--- src/rtl/dthcm_pkg.sv ---
// Shared constants for the depth to hue colour map.
`default_nettype none

package dthcm_pkg;

  localparam int DEPTH_W = 16;
  localparam int COLOR_W = 8;
  localparam int CFG_IDX_W = 1;
  localparam int SECTOR_W = 3;

  localparam logic [CFG_IDX_W-1:0] CFG_MIN_RANGE = 1'b0;
  localparam logic [CFG_IDX_W-1:0] CFG_MAX_RANGE = 1'b1;

  localparam logic [DEPTH_W-1:0] MIN_RANGE_RESET = 16'h0000;
  localparam logic [DEPTH_W-1:0] MAX_RANGE_RESET = 16'hFFFF;

  localparam logic [COLOR_W-1:0] FULL_SCALE = 8'd255;
  localparam logic [COLOR_W-1:0] ZERO_SCALE = 8'd0;

  localparam logic [SECTOR_W-1:0] SECTOR_RED_YELLOW = 3'd0;
  localparam logic [SECTOR_W-1:0] SECTOR_YELLOW_GREEN = 3'd1;
  localparam logic [SECTOR_W-1:0] SECTOR_GREEN_CYAN = 3'd2;
  localparam logic [SECTOR_W-1:0] SECTOR_CYAN_BLUE = 3'd3;
  localparam logic [SECTOR_W-1:0] SECTOR_BLUE_MAGENTA = 3'd4;

endpackage

`default_nettype wire

--- src/rtl/dthcm_front.sv ---
// Input stage: zero detection, clamping and setup of the hue division.
`default_nettype none

module dthcm_front (
  input  wire logic                         clk,
  input  wire logic                         rst,
  input  wire logic                         in_valid,
  output logic                              in_ready,
  input  wire logic [dthcm_pkg::DEPTH_W-1:0] depth,
  input  wire logic [dthcm_pkg::DEPTH_W-1:0] min_range,
  input  wire logic [dthcm_pkg::DEPTH_W-1:0] max_range,
  output logic                              out_valid,
  input  wire logic                         out_ready,
  output logic [dthcm_pkg::DEPTH_W-1:0]     num,
  output logic [dthcm_pkg::DEPTH_W-1:0]     den,
  output logic                              zero
);

  logic [dthcm_pkg::DEPTH_W-1:0] upper_clamped;
  logic [dthcm_pkg::DEPTH_W-1:0] clamped;
  logic                          range_ok;
  logic [dthcm_pkg::DEPTH_W-1:0] num_next;
  logic [dthcm_pkg::DEPTH_W-1:0] den_next;

  assign in_ready = !out_valid || out_ready;

  always_comb begin
    upper_clamped = (depth > max_range) ? max_range : depth;
    clamped = (upper_clamped < min_range) ? min_range : upper_clamped;
    range_ok = max_range > min_range;
    // An empty or inverted range divides zero by one, which gives hue zero.
    if (range_ok) begin
      num_next = clamped - min_range;
      den_next = max_range - min_range;
    end else begin
      num_next = '0;
      den_next = {{(dthcm_pkg::DEPTH_W-1){1'b0}}, 1'b1};
    end
  end

  always_ff @(posedge clk) begin
    if (rst) begin
      out_valid <= 1'b0;
    end else if (in_ready) begin
      out_valid <= in_valid;
    end
  end

  always_ff @(posedge clk) begin
    if (in_valid && in_ready) begin
      num  <= num_next;
      den  <= den_next;
      zero <= (depth == '0);
    end
  end

endmodule

`default_nettype wire

--- src/rtl/dthcm_div_step.sv ---
// One pipelined restoring division step that yields one quotient bit.
`default_nettype none

module dthcm_div_step #(
  parameter int QW = 19,
  parameter bit FIRST = 1'b0
) (
  input  wire logic                         clk,
  input  wire logic                         rst,
  input  wire logic                         in_valid,
  output logic                              in_ready,
  input  wire logic [dthcm_pkg::DEPTH_W-1:0] rem_in,
  input  wire logic [dthcm_pkg::DEPTH_W-1:0] den_in,
  input  wire logic [QW-1:0]                q_in,
  input  wire logic                         zero_in,
  output logic                              out_valid,
  input  wire logic                         out_ready,
  output logic [dthcm_pkg::DEPTH_W-1:0]     rem_out,
  output logic [dthcm_pkg::DEPTH_W-1:0]     den_out,
  output logic [QW-1:0]                     q_out,
  output logic                              zero_out
);

  logic [dthcm_pkg::DEPTH_W:0] trial;
  logic [dthcm_pkg::DEPTH_W:0] diff;
  logic                        take;

  assign in_ready = !out_valid || out_ready;

  always_comb begin
    if (FIRST) begin
      trial = {1'b0, rem_in};
    end else begin
      trial = {rem_in, 1'b0};
    end
    diff = trial - {1'b0, den_in};
    take = trial >= {1'b0, den_in};
  end

  always_ff @(posedge clk) begin
    if (rst) begin
      out_valid <= 1'b0;
    end else if (in_ready) begin
      out_valid <= in_valid;
    end
  end

  always_ff @(posedge clk) begin
    if (in_valid && in_ready) begin
      rem_out  <= take ? diff[dthcm_pkg::DEPTH_W-1:0] : trial[dthcm_pkg::DEPTH_W-1:0];
      den_out  <= den_in;
      q_out    <= {q_in[QW-2:0], take};
      zero_out <= zero_in;
    end
  end

endmodule

`default_nettype wire

--- src/rtl/dthcm_colour.sv ---
// Output stage: six-sector HSV conversion of the scaled hue into blue, green and red.
`default_nettype none

module dthcm_colour #(
  parameter int FRAC_BITS = 16
) (
  input  wire logic                          clk,
  input  wire logic                          rst,
  input  wire logic                          in_valid,
  output logic                               in_ready,
  input  wire logic [FRAC_BITS+2:0]          h6,
  input  wire logic                          zero,
  output logic                               out_valid,
  input  wire logic                          out_ready,
  output logic [dthcm_pkg::COLOR_W-1:0]      blue,
  output logic [dthcm_pkg::COLOR_W-1:0]      green,
  output logic [dthcm_pkg::COLOR_W-1:0]      red
);

  logic [dthcm_pkg::SECTOR_W-1:0] sector;
  logic [FRAC_BITS-1:0]           frac;
  logic [FRAC_BITS+7:0]           up_prod;
  logic [FRAC_BITS:0]             comp;
  logic [FRAC_BITS+8:0]           down_prod;
  logic [dthcm_pkg::COLOR_W-1:0]  up;
  logic [dthcm_pkg::COLOR_W-1:0]  down;
  logic [dthcm_pkg::COLOR_W-1:0]  blue_next;
  logic [dthcm_pkg::COLOR_W-1:0]  green_next;
  logic [dthcm_pkg::COLOR_W-1:0]  red_next;

  assign in_ready = !out_valid || out_ready;

  always_comb begin
    sector = h6[FRAC_BITS+2:FRAC_BITS];
    frac = h6[FRAC_BITS-1:0];
    // Multiplication by 255 is a shift by eight less the operand.
    up_prod = {frac, 8'd0} - {8'd0, frac};
    comp = {1'b1, {FRAC_BITS{1'b0}}} - {1'b0, frac};
    down_prod = {comp, 8'd0} - {8'd0, comp};
    up = up_prod[FRAC_BITS+7:FRAC_BITS];
    down = down_prod[FRAC_BITS+7:FRAC_BITS];

    unique case (sector)
      dthcm_pkg::SECTOR_RED_YELLOW: begin
        red_next = dthcm_pkg::FULL_SCALE;
        green_next = up;
        blue_next = dthcm_pkg::ZERO_SCALE;
      end
      dthcm_pkg::SECTOR_YELLOW_GREEN: begin
        red_next = down;
        green_next = dthcm_pkg::FULL_SCALE;
        blue_next = dthcm_pkg::ZERO_SCALE;
      end
      dthcm_pkg::SECTOR_GREEN_CYAN: begin
        red_next = dthcm_pkg::ZERO_SCALE;
        green_next = dthcm_pkg::FULL_SCALE;
        blue_next = up;
      end
      dthcm_pkg::SECTOR_CYAN_BLUE: begin
        red_next = dthcm_pkg::ZERO_SCALE;
        green_next = down;
        blue_next = dthcm_pkg::FULL_SCALE;
      end
      dthcm_pkg::SECTOR_BLUE_MAGENTA: begin
        red_next = up;
        green_next = dthcm_pkg::ZERO_SCALE;
        blue_next = dthcm_pkg::FULL_SCALE;
      end
      default: begin
        red_next = dthcm_pkg::FULL_SCALE;
        green_next = dthcm_pkg::ZERO_SCALE;
        blue_next = down;
      end
    endcase

    if (zero) begin
      red_next = dthcm_pkg::ZERO_SCALE;
      green_next = dthcm_pkg::ZERO_SCALE;
      blue_next = dthcm_pkg::ZERO_SCALE;
    end
  end

  always_ff @(posedge clk) begin
    if (rst) begin
      out_valid <= 1'b0;
    end else if (in_ready) begin
      out_valid <= in_valid;
    end
  end

  always_ff @(posedge clk) begin
    if (in_valid && in_ready) begin
      blue  <= blue_next;
      green <= green_next;
      red   <= red_next;
    end
  end

endmodule

`default_nettype wire

--- src/rtl/depth_to_hue_color_map.sv ---
// Top level of the depth to hue colour map with its range registers.
`default_nettype none

// Each nonzero 16-bit depth pixel is clamped to the programmed range and coloured along
// the hue wheel from red at min_range to blue at max_range; a zero pixel gives black.
// One transaction is accepted per clock unless the output stalls. The result passes
// through the front register, the divider, which resolves one quotient bit per stage,
// and the colour register. Stages without a transaction do not block the input, so a
// stalled output holds back only as many transactions as the pipeline has stages.
// Range registers are written through cfg_we, cfg_index and cfg_data, and take effect
// for pixels accepted afterwards; they are meant to change only while the block is idle.
module depth_to_hue_color_map #(
  parameter int HUE_FRAC_BITS = 16
) (
  input  wire logic                            clk,
  input  wire logic                            rst,
  input  wire logic                            cfg_we,
  input  wire logic [dthcm_pkg::CFG_IDX_W-1:0] cfg_index,
  input  wire logic [dthcm_pkg::DEPTH_W-1:0]   cfg_data,
  input  wire logic                            in_valid,
  output logic                                 in_ready,
  input  wire logic [dthcm_pkg::DEPTH_W-1:0]   depth,
  output logic                                 out_valid,
  input  wire logic                            out_ready,
  output logic [dthcm_pkg::COLOR_W-1:0]        blue,
  output logic [dthcm_pkg::COLOR_W-1:0]        green,
  output logic [dthcm_pkg::COLOR_W-1:0]        red
);

  localparam int QW = HUE_FRAC_BITS + 3;

  logic [dthcm_pkg::DEPTH_W-1:0] min_range;
  logic [dthcm_pkg::DEPTH_W-1:0] max_range;

  logic                          valid_s [0:QW];
  logic                          ready_s [0:QW];
  logic [dthcm_pkg::DEPTH_W-1:0] rem_s   [0:QW];
  logic [dthcm_pkg::DEPTH_W-1:0] den_s   [0:QW];
  logic [QW-1:0]                 q_s     [0:QW];
  logic                          zero_s  [0:QW];

  always_ff @(posedge clk) begin
    if (rst) begin
      min_range <= dthcm_pkg::MIN_RANGE_RESET;
      max_range <= dthcm_pkg::MAX_RANGE_RESET;
    end else if (cfg_we) begin
      unique case (cfg_index)
        dthcm_pkg::CFG_MIN_RANGE: min_range <= cfg_data;
        dthcm_pkg::CFG_MAX_RANGE: max_range <= cfg_data;
        default: ;
      endcase
    end
  end

  dthcm_front u_front (
    .clk       (clk),
    .rst       (rst),
    .in_valid  (in_valid),
    .in_ready  (in_ready),
    .depth     (depth),
    .min_range (min_range),
    .max_range (max_range),
    .out_valid (valid_s[0]),
    .out_ready (ready_s[0]),
    .num       (rem_s[0]),
    .den       (den_s[0]),
    .zero      (zero_s[0])
  );

  assign q_s[0] = '0;

  for (genvar k = 0; k < QW; k++) begin : g_div
    dthcm_div_step #(
      .QW    (QW),
      .FIRST (k == 0)
    ) u_step (
      .clk       (clk),
      .rst       (rst),
      .in_valid  (valid_s[k]),
      .in_ready  (ready_s[k]),
      .rem_in    (rem_s[k]),
      .den_in    (den_s[k]),
      .q_in      (q_s[k]),
      .zero_in   (zero_s[k]),
      .out_valid (valid_s[k+1]),
      .out_ready (ready_s[k+1]),
      .rem_out   (rem_s[k+1]),
      .den_out   (den_s[k+1]),
      .q_out     (q_s[k+1]),
      .zero_out  (zero_s[k+1])
    );
  end

  dthcm_colour #(
    .FRAC_BITS (HUE_FRAC_BITS)
  ) u_colour (
    .clk       (clk),
    .rst       (rst),
    .in_valid  (valid_s[QW]),
    .in_ready  (ready_s[QW]),
    .h6        (q_s[QW]),
    .zero      (zero_s[QW]),
    .out_valid (out_valid),
    .out_ready (out_ready),
    .blue      (blue),
    .green     (green),
    .red       (red)
  );

  a_empty_pipe_ready: assert property (@(posedge clk) disable iff (rst)
    !out_valid |-> in_ready)
    else $error("input not ready although the output is empty");

  a_reset_clears_output: assert property (@(posedge clk)
    rst |=> !out_valid)
    else $error("output valid after reset");

  a_hsv_full_channel: assert property (@(posedge clk) disable iff (rst)
    out_valid |-> (red == dthcm_pkg::FULL_SCALE || green == dthcm_pkg::FULL_SCALE ||
                   blue == dthcm_pkg::FULL_SCALE ||
                   (red == dthcm_pkg::ZERO_SCALE && green == dthcm_pkg::ZERO_SCALE &&
                    blue == dthcm_pkg::ZERO_SCALE)))
    else $error("colour has no saturated channel and is not black");

  a_hsv_empty_channel: assert property (@(posedge clk) disable iff (rst)
    out_valid |-> (red == dthcm_pkg::ZERO_SCALE || green == dthcm_pkg::ZERO_SCALE ||
                   blue == dthcm_pkg::ZERO_SCALE))
    else $error("colour has no empty channel");

endmodule

`default_nettype wire

--- config.mk ---
export PLATFORM = sky130hd
export DESIGN_NAME = depth_to_hue_color_map
export DESIGN_NICKNAME = d
export VERILOG_FILES = /design/src/rtl/dthcm_pkg.sv /design/src/rtl/dthcm_front.sv /design/src/rtl/dthcm_div_step.sv /design/src/rtl/dthcm_colour.sv /design/src/rtl/depth_to_hue_color_map.sv
export SDC_FILE = /design/constraint.sdc
export NUM_CORES = 2
export LEC_CHECK = 0
export BUFFER_PORTS_ARGS = -buffer_cell sky130_fd_sc_hd__buf_2
export CORE_ASPECT_RATIO = 1.5
export CORE_MARGIN = 4
export CORE_UTILIZATION = 35
export DETAILED_ROUTE_END_ITERATION = 16
export GPL_TIMING_DRIVEN = 0
export PLACE_DENSITY = 0.45
export SLEW_MARGIN = 0
export SYNTH_ARGS = -nofsm -noshare
export SYNTH_HDL_FRONTEND = slang
export SYNTH_HIERARCHICAL = 1
export SYNTH_SLANG_ARGS = --single-unit
--- constraint.sdc ---
create_clock -name clk -period 13.15 [get_ports clk]
set_input_delay 0 -clock clk [delete_from_list [all_inputs] [get_ports clk]]
set_output_delay 0 -clock clk [all_outputs]
set_load 0.01 [all_outputs]
==> impl_results.md <==
- Clock Sinks: 895
- Rows: 174
- PortBufs: 63
- Crit path DAT: 7.83 ns
- CTS Buf Count: 94
- Final hold violation count: 0
- Routed wl met2: 77400 um
- Initial antenna violation count: 1
- Initial Util: 0.352
- Global route overflow: 0
- Critical path type: register to register
- Tcrit/Tclk final: 0.554
- Routed length on met1: 44800 um
- Worst slew margin: 0.256
- Critical Path Most Common Cell: ha_1
- DR top layer: met4
- Worst hold path type: primary input to register
- Avg Inst Size Synth: 11.5 um^2
- Die boundary height: 484 um
- Commonest non-fill, non-tap cell in the layout: edfxtp_1
- Worst vdd ir: 0.108 mV
- Root Buffer: clkbuf_16
- Clock Latency Late Sink: 0.71 ns
- Power per cell area: 116 nW/um^2
- Layout area overhead: 12.9%
- Core Region: 150000 um^2
- Largest net degree at the start of global routing: between 40 and 50
- Max-slew violations: 0
- CP endpoint kind: register
- Drt first pass iters: 4
- Worst EP required: 13.69 ns
- Die ar.: 157000 um^2
- WP buf/inv: 4
- Vias in the first global route: between 30000 and 40000
- Final WL: about 130000 um
- Critical Path Source Type: register
- Leak: 23.6 nW
- Met3 WL: 2860 um
- # DRC: 0
- Syn_nets: 5016
- Max clock buf depth: 3
- Boundary pin count: 64
- Cts repair resizes: 0
- Nets: about 5200
- Via density: ~5
- Fmax: 137 MHz
- Max cap viols: 0
- Worst-path maximum fanout: 10
- Count of final setup violators: 0
- HPWL Detailed: 104000 um
- DR vias: 34600
- Slowest stage delay, CP: 0.52 ns
- Dpl ws: 5.94 ns
- CTS tree: done
- Final setup skew: 0.0671 ns
- Drt initial violations: 1425
- Status: completed
- Post-layout util: 0.397
- Most frequent cells in the layout: edfxtp_1 (842), inv_1 (473), ha_1 (380)
- Min cycle time layout: 7.29 ns
- Share of cells above drive strength 1: 0.129
- Clock transition at path regs: 0.07 ns
- RSZ-0062 raised after global routing: no
- WL/cell: around 19 um
- First-pass GRT wire length: 201000 um
- H-Tree Level Count: 3
- Setup TNS: 0 ns
- Mapped Cells: 4578
- Synth warnings: 6
- Kind of cell adding the most delay to the critical path: compound AO/OA/AOI/OAI gates
- GR Util All Layers: 0.164
- Least-Margin Pin Slew: 1.12 ns
- Mapped cell area: 52800 um^2
- Die W: 325 um
- Final GP Congestion: 0.841
- Detail Route Antenna Nets: 0
- Worst Slack Setup Final: ~5.9 ns
- Critical path's slowest cell: dfxtp_1
sequential cells by signal, summed over array words and instances (netlist names), 16 cells and up:
register                cells
g_div.u_step/den_out      288
g_div.u_step/rem_out      288
g_div.u_step/q_out        190
g_div.u_step/out_valid     19
g_div.u_step/zero_out      19
max_range                  16
min_range                  16
u_front/den                16
u_front/num                16
power by group:
part           switching (mW)  internal (mW)
clock                    1.17           1.66
sequential             0.0524           3.18
combinational           0.485          0.396
through the flow:
step	hold WS (ns)	std cells	power, mW	area (um^2)
finish	0.112	6815	6.94	59600
detailed placement	0.310	6593	4.17	55900
CTS	0.0526	6814	7.07	59600
global placement	0.297	6577	4.17	55500
global route	0.139	6815	7.28	59600
floorplan	0.0691	4578	3.94	52800
worst paths after layout:
kind / from / end / slack [ns] / cells past startpoint
max: max_range[15] / u_front/num[14] / 5.86 / 29
min: depth[15] / u_front/num[15] / 0.11 / 5
max reg2reg: max_range[15] / u_front/num[14] / 5.86 / 29
min reg2reg: g_div[9].u_step/zero_out / g_div[10].u_step/zero_out / 0.40 / 0
layer usage:
metal  up-vias  track usage
met5         -            0
met4         0       0.0737
met3       220       0.0172
met2       432        0.348
met1     16700        0.150
li1      17300            -
worst min-delay path, delay by kind of cell:
family / cells / cell delay (ns)
buffers and inverters: 1 / 0.15
muxes: 1 / 0.09
xor gates and xnor gates: 1 / 0.17
AOI/OAI and AO/OA: 2 / 0.24
cell type report:
| type | count | area [um^2] |
|---|---|---|
| inverters | 476 | 1790 |
| clock buffers | 106 | 2400 |
| well taps | 1936 | 2420 |
| plain buffers | 142 | 1040 |
| repair buffers | 124 | 1090 |
| diodes | 1 | 2.50 |
| fillers | 14600 | 90400 |
| multi-input cells | 3065 | 23600 |
| clock inverters | 70 | 873 |
| flip-flops and latches | 895 | 26300 |
timing repair:
item	CTS	global route
hold endpoints to repair	54	0
hold buffers	45	0
buffers inserted	0	0
(Power assumes the default switching activity.)
